**src/rtl/core/rmfh_pkg.sv**
```systemverilog
// ----------------------------------------------------------------------------
// rmfh_pkg: shared types and constants of the recursive mutex
// Status codes, queue sizing and the control structs between the
// sequencer and the wait queue chain.
// ----------------------------------------------------------------------------
package rmfh_pkg;

   // Sizing of the wait queue and of one release-all run
   localparam int QUEUE_DEPTH  = 16;
   localparam int MAX_RESULTS  = 16;
   localparam int TASK_W       = 8;
   localparam int DEPTH_W      = 16;
   localparam int IDX_W        = (QUEUE_DEPTH > 1) ? $clog2(QUEUE_DEPTH) : 1;
   localparam int CNT_W        = $clog2(QUEUE_DEPTH + 1);
   localparam int RUN_W        = (MAX_RESULTS > 1) ? $clog2(MAX_RESULTS) : 1;

   localparam logic [DEPTH_W-1:0] DEPTH_MAX = {DEPTH_W{1'b1}};

   // Operation codes
   typedef enum logic [1:0] {
      KIND_WAIT    = 2'd0,
      KIND_SIGNAL  = 2'd1,
      KIND_RELEASE = 2'd2,
      KIND_NONE    = 2'd3
   } kind_type;

   // Result status codes
   typedef enum logic [3:0] {
      ST_ACQUIRED   = 4'd0,
      ST_NESTED     = 4'd1,
      ST_BLOCKED    = 4'd2,
      ST_DEPTH_DOWN = 4'd3,
      ST_FREED      = 4'd4,
      ST_HANDED     = 4'd5,
      ST_NOT_OWNER  = 4'd6,
      ST_NOT_HELD   = 4'd7,
      ST_WOKEN      = 4'd8,
      ST_Q_EMPTY    = 4'd9,
      ST_NEST_OVF   = 4'd10,
      ST_Q_FULL     = 4'd11
   } status_type;

   // Commands from the sequencer to the queue
   typedef struct packed {
      logic              push;
      logic              pop;
      logic [TASK_W-1:0] push_task;
   } q_ctl_type;

   // Status from the queue back to the sequencer
   typedef struct packed {
      logic [CNT_W-1:0]  count;
      logic [TASK_W-1:0] head;
   } q_stat_type;

endpackage

```
**src/rtl/core/recursive_mutex_fifo_handoff.sv**
```systemverilog
// ----------------------------------------------------------------------------
// recursive_mutex_fifo_handoff: recursive mutex with FIFO wait queue
// Grants, nests, queues and hands over ownership; release-all wakes the
// queued waiters one result per cycle while the rsp side takes them.
//
//   channel | direction | tdata                               | tuser   | tlast
//   req     | in        | task_id                             | kind    | -
//   rsp     | out       | woken,to_head,sched,depth,owner     | status  | run_last
//
// Wait and signal each give one result, which sits in the output
// register; the next item is taken as soon as that register frees.
// Release-all enters the drain with no result, then wakes one waiter per
// free output slot (up to MAX_RESULTS), paced by the cell chain's single pop.
// Reset is synchronous and clears owner, depth and fill count; queue cells
// keep their contents. A stalled rsp side holds the result and blocks req.
// ----------------------------------------------------------------------------
module recursive_mutex_fifo_handoff
   import rmfh_pkg::*;
(
   input  logic        clock,
   input  logic        reset,
   // request channel
   input  logic        req_tvalid,
   output logic        req_tready,
   input  logic [7:0]  req_tdata,   // [7:0] task_id
   input  logic [1:0]  req_tuser,   // [1:0] kind
   // result channel
   output logic        rsp_tvalid,
   input  logic        rsp_tready,
   output logic [39:0] rsp_tdata,   // [7:0] woken_task, [8] wake_to_head,
                                    // [9] call_scheduler, [25:10] depth_now,
                                    // [33:26] owner_now, [39:34] zero
   output logic [3:0]  rsp_tuser,   // [3:0] status
   output logic        rsp_tlast    // run_last
);

   typedef enum logic [1:0] {
      SEQ_IDLE  = 2'b01,
      SEQ_DRAIN = 2'b10
   } seq_type;

   seq_type            seq_ff, seq_in;
   logic [DEPTH_W-1:0] depth_ff, depth_in;
   logic [TASK_W-1:0]  owner_ff, owner_in;
   logic [RUN_W-1:0]   run_ff, run_in;
   logic               rsp_valid_ff, rsp_valid_in;

   // output payload registers
   status_type         status_ff, status_in;
   logic [TASK_W-1:0]  woken_ff, woken_in;
   logic               to_head_ff, to_head_in;
   logic               sched_ff, sched_in;
   logic [DEPTH_W-1:0] depth_out_ff, depth_out_in;
   logic [TASK_W-1:0]  owner_out_ff, owner_out_in;
   logic               last_ff, last_in;
   logic               load_rsp;

   q_ctl_type          q_ctl;
   q_stat_type         q_stat;

   logic               out_free;
   logic               accept;
   kind_type           kind;
   logic [TASK_W-1:0]  req_task;
   logic               q_full;
   logic               q_empty;
   logic               run_end;

   assign out_free   = !rsp_valid_ff || rsp_tready;
   assign req_tready = (seq_ff == SEQ_IDLE) && out_free;
   assign accept     = req_tvalid && req_tready;
   assign kind       = kind_type'(req_tuser);
   assign req_task   = req_tdata;
   assign q_full     = (q_stat.count == CNT_W'(QUEUE_DEPTH));
   assign q_empty    = (q_stat.count == '0);
   assign run_end    = (q_stat.count == CNT_W'(1)) ||
                       (run_ff == RUN_W'(MAX_RESULTS - 1));

   // Sequence each transfer and each drain step
   always_comb begin
      seq_in        = seq_ff;
      depth_in      = depth_ff;
      owner_in      = owner_ff;
      run_in        = run_ff;
      rsp_valid_in  = rsp_valid_ff && !rsp_tready;
      load_rsp      = 1'b0;
      status_in     = status_ff;
      woken_in      = '0;
      to_head_in    = 1'b0;
      sched_in      = 1'b0;
      last_in       = 1'b1;
      q_ctl         = '0;
      q_ctl.push_task = req_task;

      unique case (seq_ff)
         SEQ_IDLE: begin
            if (accept) begin
               unique case (kind)
                  KIND_WAIT: begin
                     load_rsp = 1'b1;
                     if (depth_ff == '0) begin
                        depth_in  = DEPTH_W'(1);
                        owner_in  = req_task;
                        status_in = ST_ACQUIRED;
                     end else if (owner_ff == req_task) begin
                        if (depth_ff == DEPTH_MAX) begin
                           status_in = ST_NEST_OVF;
                        end else begin
                           depth_in  = depth_ff + DEPTH_W'(1);
                           status_in = ST_NESTED;
                        end
                     end else if (q_full) begin
                        status_in = ST_Q_FULL;
                     end else begin
                        q_ctl.push = 1'b1;
                        status_in  = ST_BLOCKED;
                        sched_in   = 1'b1;
                     end
                  end
                  KIND_SIGNAL: begin
                     load_rsp = 1'b1;
                     if (depth_ff == '0) begin
                        status_in = ST_NOT_HELD;
                     end else if (owner_ff != req_task) begin
                        status_in = ST_NOT_OWNER;
                     end else if (depth_ff != DEPTH_W'(1)) begin
                        depth_in  = depth_ff - DEPTH_W'(1);
                        status_in = ST_DEPTH_DOWN;
                     end else if (q_empty) begin
                        depth_in  = '0;
                        status_in = ST_FREED;
                     end else begin
                        q_ctl.pop  = 1'b1;
                        owner_in   = q_stat.head;
                        status_in  = ST_HANDED;
                        woken_in   = q_stat.head;
                        to_head_in = 1'b1;
                        sched_in   = 1'b1;
                     end
                  end
                  KIND_RELEASE: begin
                     if (q_empty) begin
                        load_rsp  = 1'b1;
                        status_in = ST_Q_EMPTY;
                     end else begin
                        seq_in = SEQ_DRAIN;
                        run_in = '0;
                     end
                  end
                  KIND_NONE: begin
                     // drop the item, no result
                  end
                  default: begin
                  end
               endcase
            end
         end
         SEQ_DRAIN: begin
            // Wake the head waiter each cycle the output can take it
            if (out_free) begin
               load_rsp   = 1'b1;
               q_ctl.pop  = 1'b1;
               status_in  = ST_WOKEN;
               woken_in   = q_stat.head;
               last_in    = run_end;
               run_in     = run_ff + RUN_W'(1);
               if (run_end) begin
                  seq_in = SEQ_IDLE;
               end
            end
         end
         default: begin
            seq_in = SEQ_IDLE;
         end
      endcase

      if (load_rsp) begin
         rsp_valid_in = 1'b1;
      end
      depth_out_in = depth_in;
      owner_out_in = (depth_in != '0) ? owner_in : '0;
   end

   // Control state
   always_ff @(posedge clock) begin
      if (reset) begin
         seq_ff       <= SEQ_IDLE;
         depth_ff     <= '0;
         owner_ff     <= '0;
         run_ff       <= '0;
         rsp_valid_ff <= 1'b0;
      end else begin
         seq_ff       <= seq_in;
         depth_ff     <= depth_in;
         owner_ff     <= owner_in;
         run_ff       <= run_in;
         rsp_valid_ff <= rsp_valid_in;
      end
   end

   // Output payload: load with each new result, hold while stalled
   always_ff @(posedge clock) begin
      if (load_rsp) begin
         status_ff    <= status_in;
         woken_ff     <= woken_in;
         to_head_ff   <= to_head_in;
         sched_ff     <= sched_in;
         depth_out_ff <= depth_out_in;
         owner_out_ff <= owner_out_in;
         last_ff      <= last_in;
      end
   end

   rmfh_queue u_queue (
      .clock (clock),
      .reset (reset),
      .ctl   (q_ctl),
      .stat  (q_stat)
   );

   assign rsp_tvalid = rsp_valid_ff;
   assign rsp_tdata  = {6'd0, owner_out_ff, depth_out_ff, sched_ff, to_head_ff, woken_ff};
   assign rsp_tuser  = status_ff;
   assign rsp_tlast  = last_ff;

endmodule

```
**src/rtl/core/rmfh_cell.sv**
```systemverilog
// ----------------------------------------------------------------------------
// rmfh_cell: one slot of the wait queue chain
// Holds one waiting task; loads a new task or takes its upper neighbor's
// entry when the queue advances.
// ----------------------------------------------------------------------------
module rmfh_cell
   import rmfh_pkg::*;
(
   input  logic              clock,
   input  logic              load,
   input  logic [TASK_W-1:0] load_task,
   input  logic              shift,
   input  logic [TASK_W-1:0] next_task,
   output logic [TASK_W-1:0] task_out
);

   logic [TASK_W-1:0] task_ff;
   logic [TASK_W-1:0] task_in;

   // Pick new entry: load beats shift, otherwise hold
   always_comb begin
      priority if (load) begin
         task_in = load_task;
      end else if (shift) begin
         task_in = next_task;
      end else begin
         task_in = task_ff;
      end
   end

   always_ff @(posedge clock) begin
      task_ff <= task_in;
   end

   assign task_out = task_ff;

endmodule

```
**src/rtl/core/rmfh_queue.sv**
```systemverilog
// ----------------------------------------------------------------------------
// rmfh_queue: FIFO wait queue built as a chain of cells
// Cell 0 is the head. A push writes the cell at the fill count; a pop
// moves every entry one cell toward the head.
// ----------------------------------------------------------------------------
module rmfh_queue
   import rmfh_pkg::*;
(
   input  logic       clock,
   input  logic       reset,
   input  q_ctl_type  ctl,
   output q_stat_type stat
);

   logic [CNT_W-1:0]  count_ff;
   logic [CNT_W-1:0]  count_in;
   logic [TASK_W-1:0] cell_task [QUEUE_DEPTH];

   // Track fill level
   always_comb begin
      count_in = count_ff;
      if (ctl.push) begin
         count_in = count_ff + CNT_W'(1);
      end else if (ctl.pop) begin
         count_in = count_ff - CNT_W'(1);
      end
   end

   always_ff @(posedge clock) begin
      if (reset) begin
         count_ff <= '0;
      end else begin
         count_ff <= count_in;
      end
   end

   // Build the chain; the top cell feeds itself back
   for (genvar i = 0; i < QUEUE_DEPTH; i++) begin : g_cell
      logic [TASK_W-1:0] upper;
      if (i == QUEUE_DEPTH - 1) begin : g_top
         assign upper = cell_task[i];
      end else begin : g_mid
         assign upper = cell_task[i+1];
      end

      rmfh_cell u_cell (
         .clock     (clock),
         .load      (ctl.push && (count_ff == CNT_W'(i))),
         .load_task (ctl.push_task),
         .shift     (ctl.pop),
         .next_task (upper),
         .task_out  (cell_task[i])
      );
   end

   assign stat.count = count_ff;
   assign stat.head  = cell_task[0];

endmodule

```
**config.mk**
```make
export PLATFORM = sky130hd
export DESIGN_NAME = recursive_mutex_fifo_handoff
export DESIGN_NICKNAME = d
export VERILOG_FILES = /design/src/rtl/core/rmfh_pkg.sv /design/src/rtl/core/recursive_mutex_fifo_handoff.sv /design/src/rtl/core/rmfh_cell.sv /design/src/rtl/core/rmfh_queue.sv
export SDC_FILE = /design/constraint.sdc
export NUM_CORES = 1
export LEC_CHECK = 0
export BUFFER_PORTS_ARGS = -buffer_cell sky130_fd_sc_hd__buf_2
export CAP_MARGIN = 20
export CORE_AREA = 2 2 161 163
export CTS_CLUSTER_DIAMETER = 40
export DETAILED_ROUTE_END_ITERATION = 8
export DIE_AREA = 0 0 163 165
export PLACE_DENSITY = 0.64
export SYNTH_ARGS = -nofsm -noshare
export SYNTH_HDL_FRONTEND = slang
export SYNTH_SLANG_ARGS = --single-unit
```
**constraint.sdc**
```tcl
create_clock -name clock -period 3.8 [get_ports clock]
set_input_delay 0.38 -clock clock [delete_from_list [all_inputs] [get_ports clock]]
set_output_delay 0.38 -clock clock [all_outputs]
set_load 0.005 [all_outputs]
```
==> run metrics, run 1 <==
outcome=complete, no violations; Overall Global Routing Usage=0.182; Starting Density=0.408; final period utilization=0.940; EDFF count, synth=167; hold slack final=0.194 ns; die width=163 µm; Inst Count DP=1199; post-route DRC violation count=0; CP max FO=14; worst hold start=rsp_tready; clk_lat worst skew=0.55 ns; Mapped Cells=833; Final nets=931; logic gate share of total power=0.141; wirelength, routed=24300 µm; Slew Viols, Final=0; nature of the critical path endpoint=flop; Layout Cells excl Fill=1255; main combinational cell family by area after synthesis=simple AND/OR/NAND/NOR gates; Flop pwr share=0.416; core footprint=25000 µm²; PnR worst setup slack=0.228 ns; min Tclk post-route=3.57 ns; CP peak stage delay=0.41 ns; H-tree Lvls=1; clk_skew=0.0132 ns; Mapped Area=10200 µm²; CP max-delay cell=or3_4; Leakage=4.35 nW; Pwr Density=543 nW/µm²; Synth Area in XOR/XNOR=0.0146; Worst Setup SP=depth_ff[0]; Setup crit start kind=flop; vias in the first global route=6853; Setup-failing EPs final=0; Adder-Cell Fraction of Synth Area=0.0196; CTS Buf Count=30; endpoints failing hold=0; Synth Warn #=0; HP Class=in -> reg; first-pass GRT wire length=38600 µm; CTS tree=yes; vias per cell=5.55; mux cell area share after synthesis=0.143; CP Data Required Time=4.08 ns; final core utilization=0.477; initial antenna violation count=0; grt ovf=0; Crit Path Class=reg -> reg; Root Buffer=clkbuf_16; postcts setup bufs=0; switch share=0.264; wire per inst=19.3 µm; share of flip-flops with an asynchronous set or reset=0; Pre-Repair DR Iteration Count=6; layout cells sized above 1=0.308; via count=6967; Ant. Diodes=0; Max Freq=280 MHz; Cell Area, Placed=10900 µm²; worst reg2reg path startpoint=depth_ff[0]; die height=165 µm; RSZ-0062 raised after global routing=true; Seq/Total Area, Yosys=0.562; internal power=4.77 mW; DP Worst Slack=0.266 ns; post-route cell area=12000 µm²; DR iter-0 viols=674; Area Growth Syn to Fin=17.1%; synthesized flop and latch total=203; die area=26900 µm²; Cell variety after synth=75; hpwl dp=17100 µm; complex-gate fraction of the synthesized area=0.0770; Net Sw Power=1.71 mW; # clock sinks=203; worst-margin pin slew=0.777 ns; Rows=58; WP data arrival=3.85 ns; dominant synthesized flop cell=edfxtp_1; crit path cell chain=inv_1 -> ha_1 -> nor3b_1 -> nand4_4 -> and3_1 -> buf_4 -> a221o_1 -> or3_4 -> nor4_4 -> a21oi_1; clock share of power=0.443; clock tree buffer depth=3; Worst-path clk slew=0.06 ns; Rel. slew slack=0.478; PostCTS Resize Cnt=0; CTS Hold Bufs=0; Synth Area in Simple Gates=0.145; remaining antenna violation count=0; largest net degree at the start of global routing=38; worst vdd ir=0.366 mV; I/O pin count=61; syn_area_per_cell=12.3 µm²; PortBufs=54; Max-cap violations=0; gpl congestion=0.967
[power groups by stage]
stage / logic, mW / clock network [mW] / registers, mW
after floorplan: 0.548 / 0 / 2.74
after global placement: 0.896 / 0 / 2.74
after detailed placement: 0.903 / 0 / 2.75
after CTS: 0.906 / 2.93 / 2.70
after global routing: 1.00 / 3.03 / 2.72
final: 0.915 / 2.87 / 2.70
[kinds of logic (layout without fill, tap and decap cells)]
family	Yosys count	count (layout)
AND/OR/NAND/NOR	263	263
adder cells (fa/ha/maj)	16	16
multiplexers	131	131
other	1	6
AO/OA/AOI/OAI	118	118
buffers and inverters	84	171
XOR/XNOR	17	17
flip-flops	203	203
[per-layer routing]
metal | share of wire | GRT usage
met3 | 0.079 | 0.0339
met1 | 0.44 | 0.254
met4 | 0.030 | 0.0603
met5 | 0 | 0
met2 | 0.45 | 0.288
[area by class of cell]
type / count / area, µm²
Clock buffer: 34 / 808
Inverter: 28 / 105
Clock inverter: 22 / 260
Tap cell: 330 / 413
Sequential cell: 203 / 5740
Fill cell: 2248 / 13100
Multi-Input combinational cell: 551 / 4110
Timing Repair Buffer: 87 / 518
[worst paths after layout]
| check | end | cells after the start | slack, ns |
|---|---|---|---|
| setup reg to reg | owner_out_ff[1] | 10 | 0.23 |
| hold / removal | rsp_tvalid | 4 | 0.19 |
| setup / recovery | owner_out_ff[1] | 10 | 0.23 |
| hold reg to reg | seq_ff[0] | 2 | 0.46 |
[stage by stage]
step / setup TNS, ns / total power, mW
after global placement: 0 / 3.64
after floorplan: 0 / 3.29
after detailed placement: 0 / 3.65
final: 0 / 6.49
after CTS: 0 / 6.54
after global routing: -0.696 / 6.74
[flip-flops by register name (all words and copies together), names as in the netlist, 2 cells and up]
name	count
depth_out_ff	16
u_queue.count_ff	5
woken_ff	8
run_ff	4
u_queue.g_cell.u_cell.task_out	128
owner_ff	8
rsp_tuser	4
seq_ff	2
depth_ff	16
owner_out_ff	8
[placed cells by master, fill, tap and decap left out, types with 7 or more instances in the layout]
cell type	n
a21oi_1	34
a31oi_1	9
and2_1	11
and3_1	10
buf_2	54
buf_4	33
clkbuf_16	32
dfxtp_1	36
edfxtp_1	167
ha_1	16
inv_1	27
mux2_2	118
mux2i_1	10
nand2_1	58
nand3_1	24
nand4_1	15
nor2_1	64
nor2b_1	13
nor3_1	16
o21ai_0	17
or4_1	7
xnor2_1	12
[critical path, delay by kind of cell (launching register included)]
kind / cells / cell delay, ns
AND/OR/NAND/NOR: 5 / 1.72
buffers and inverters: 2 / 0.35
AO/OA/AOI/OAI: 2 / 0.53
adder cells (fa/ha/maj): 1 / 0.29
flip-flops: 1 / 0.40
[cells in the mapped netlist (3+ instances only)]
library cell  count  area [µm²]
nand4_2           3        37.5
nor2b_1          13        81.3
ha_1             16         200
o221a_2           3        33.8
a22oi_1           4        30.0
nand4_1          15        93.8
o31ai_1           3        22.5
mux2i_1          10         100
o22ai_1           6        37.5
edfxtp_1        167        5010
nor4_4            6         128
clkbuf_1         28         105
a32oi_1           6        52.6
buf_2            15        75.1
nor4_1            6        37.5
buf_4             9        67.6
and2_1           11        68.8
a211oi_1          3        22.5
a21oi_1          35         175
a31oi_1           9        56.3
inv_1            27         101
and3_1           10        62.6
nand2_1          58         218
or4_1             7        52.6
a41oi_1           3        26.3
mux2_2          118        1330
nand2b_1          5        31.3
o21ai_1           5        25.0
xor2_1            5        43.8
nor3_1           16        80.1
mux2_1            3        33.8
nand3_1          24         120
xnor2_1          12         105
dfxtp_1          36         721
nor3b_1           3        22.5
buf_6             3        33.8
nor2_1           64         240
o21ai_0          17        85.1
(Power assumes the default switching activity.)
==> run 2, diff against run 1 <==
Settings changed: ABC_AREA from default to 1, CORE_AREA 2 2 161 163 to 2 2 163 165, DIE_AREA 0 0 163 165 to 0 0 165 167.
==> run metrics, run 2 <==
EDFF count, synth=167 (unchanged); Fin Setup TNS=0 ns (unchanged); Max-cap violations=0 (unchanged); layout cells sized above 1=0.146 (was 0.308); PostCTS Resize Cnt=0 (unchanged); Largest register FFs=128 (unchanged); Max Freq=318 MHz (was 280 MHz); final core utilization=0.467 (was 0.477); final period utilization=0.827 (was 0.940); Layout Cells excl Fill=1614 (was 1255); DP Worst Slack=0.679 ns (was 0.266 ns); nature of the critical path endpoint=flop (unchanged); HP Class=in -> reg (unchanged); largest net degree at the start of global routing=36 (was 38); WP data arrival=3.44 ns (was 3.85 ns); Cell variety after synth=43 (was 75); Slew Viols, Final=0 (unchanged); vias per cell=5.18 (was 5.55); syn_area_per_cell=8.69 µm² (was 12.3 µm²); share of flip-flops with an asynchronous set or reset=0 (unchanged); Setup crit start kind=flop (unchanged); post-route cell area=12000 µm² (about the same); die area=27600 µm² (was 26900 µm²); Cell Area, Placed=11000 µm² (was 10900 µm²); Buf/Inv on CP=3 (was 2); most frequent cells in the layout=nand2_1, edfxtp_1, nor2_1 (was edfxtp_1, mux2_2, nor2_1); CP max FO=18 (was 14); worst-margin pin slew=0.741 ns (was 0.777 ns); post-route DRC violation count=0 (unchanged); met2 WL post-DR=11500 µm (was 10800 µm); H-tree Lvls=1 (unchanged); Seq/Total Area, Yosys=0.549 (was 0.562); Starting Density=0.405 (was 0.408); clock tree buffer depth=3 (unchanged); min Tclk post-route=3.14 ns (was 3.57 ns); outcome=complete, no violations (unchanged); Tot Pwr=6.59 mW (was 6.49 mW); Mapped Area=10400 µm² (was 10200 µm²); Pwr Density=547 nW/µm² (was 543 nW/µm²); hpwl dp=18300 µm (was 17100 µm); Overall Global Routing Usage=0.191 (was 0.182); CP Data Required Time=4.09 ns (was 4.08 ns); endpoints failing hold=0 (unchanged); Root Buffer=clkbuf_16 (unchanged); Fill cells=2444 (was 2248); Worst-path clk slew=0.06 ns (about the same); Area Growth Syn to Fin=15.4% (was 17.1%); initial antenna violation count=0 (unchanged); Final nets=1284 (was 931); wirelength, routed=25900 µm (was 24300 µm); crit path cell chain=inv_1 -> ha_1 -> inv_2 -> nor2_1 -> nand2_2 -> clkinv_1 -> nand4_1 -> o211ai_1 -> nor2_1 -> nand3_1 -> nor2_4 -> nor2_1 (was inv_1 -> ha_1 -> nor3b_1 -> nand4_4 -> and3_1 -> buf_4 -> a221o_1 -> or3_4 -> nor4_4 -> a21oi_1); Top Layer Used=met4 (unchanged); gpl congestion=0.928 (was 0.967); commonest non-fill, non-tap cell in the layout=nand2_1 (was edfxtp_1); first-pass GRT wire length=41900 µm (was 38600 µm); met3 WL=2130 µm (was 1920 µm); Ant. Diodes=0 (unchanged); Mapped Cells=1201 (was 833); vias in the first global route=7959 (was 6853); Synth Warn #=0 (unchanged); wire length on met1=11700 µm (was 10800 µm); post-synth top area share=0.480 (was 0.491); FF/Latch Area=5740 µm² (unchanged); I/O pin count=61 (unchanged); die width=165 µm (was 163 µm); PortBufs=54 (unchanged); wire per inst=16.0 µm (was 19.3 µm); CTS tree=yes (unchanged); synthesized flop and latch total=203 (unchanged); grt ovf=0 (unchanged); Leakage=5.15 nW (was 4.35 nW); die height=167 µm (was 165 µm); most common cell in the netlist=nand2_1 (was edfxtp_1); Pre-Repair DR Iteration Count=6 (unchanged); top post-synthesis cells by count=nand2_1, edfxtp_1, nor2_1 (was edfxtp_1, mux2_2, nor2_1); PnR worst setup slack=0.656 ns (was 0.228 ns); dominant synthesized flop cell=edfxtp_1 (unchanged); via count=8359 (was 6967); CP peak stage delay=0.58 ns (was 0.41 ns); clk_lat worst skew=0.56 ns (was 0.55 ns); Setup-failing EPs final=0 (unchanged); remaining antenna violation count=0 (unchanged); Rel. slew slack=0.504 (was 0.478); clk_skew=0.0139 ns (was 0.0132 ns); crit-path most repeated cell=nor2_1; core footprint=25800 µm² (was 25000 µm²); Crit Path Class=reg -> reg (unchanged); Inst Count DP=1556 (was 1199); CTS Buf Count=31 (was 30); hold slack final=0.0639 ns (was 0.194 ns); worst vdd ir=0.340 mV (was 0.366 mV); postcts setup bufs=0 (unchanged); Rows=59 (was 58); area of the multi-input gates=3990 µm² (was 4110 µm²); # clock sinks=203 (unchanged); crit-path leading delay family=simple AND/OR/NAND/NOR gates (unchanged); DR iter-0 viols=875 (was 674); CP max-delay cell=clkinv_1 (was or3_4); CTS Hold Bufs=0 (unchanged); dominant cell type by area after synthesis=edfxtp_1 (unchanged); RSZ-0062 raised after global routing=false (was true); synth top area cells=edfxtp_1, nand2_1, dfxtp_1 (was edfxtp_1, mux2_2, dfxtp_1)
-- run 2: cell types whose count changed after synthesis, moves of 57 or more --
cell     change
nand2_1    +274
o21ai_0     +75
inv_1       +68
mux2_2     -118
nor2_1      +59
nand3_1     +57
-- run 2: power breakdown --
part,switching [mW],internal (mW),leakage [nW],total [mW]
Clock,1.16,1.63,0.506,2.79
Combinational,0.713,0.294,2.83,1.01
Sequential,0.0874,2.71,1.81,2.80
-- run 2: cells by family after synthesis --
kind of cell	synth area share
AOI/OAI and AO/OA	0.0988
adders and majority gates	0.0192
other	0.000359
xor gates and xnor gates	0.0101
and+or+nand+nor	0.251
DFF	0.549
buffers and inverters	0.0714
-- run 2: area by class of cell --
cell class	count	area share
inverters	112	0.0349
repair buffers	75	0.0355
flip-flops and latches	203	0.476
clock buffers	32	0.0647
clock inverters	26	0.0226
multi-input cells	831	0.331
well taps	335	0.0348
-- run 2: path summary, 6_finish.rpt --
check                                         start                                    end  slack, ns  cells past startpoint
worst max-delay path                      seq_ff[1]                        owner_out_ff[1]       0.66                     12
worst min-delay path                   req_tdata[2]  u_queue.g_cell[15].u_cell.task_out[2]       0.06                      1
worst min register to register  u_queue.count_ff[0]                    u_queue.count_ff[0]       0.51                      1
worst max register to register            seq_ff[1]                        owner_out_ff[1]       0.66                     12
-- run 2: per-layer routing --
layer | GRT usage | vias to the layer above
met5 | 0 | -
met4 | 0.0507 | 0
met3 | 0.0403 | 39
met2 | 0.298 | 290
met1 | 0.270 | 3909
li1 | - | 4121
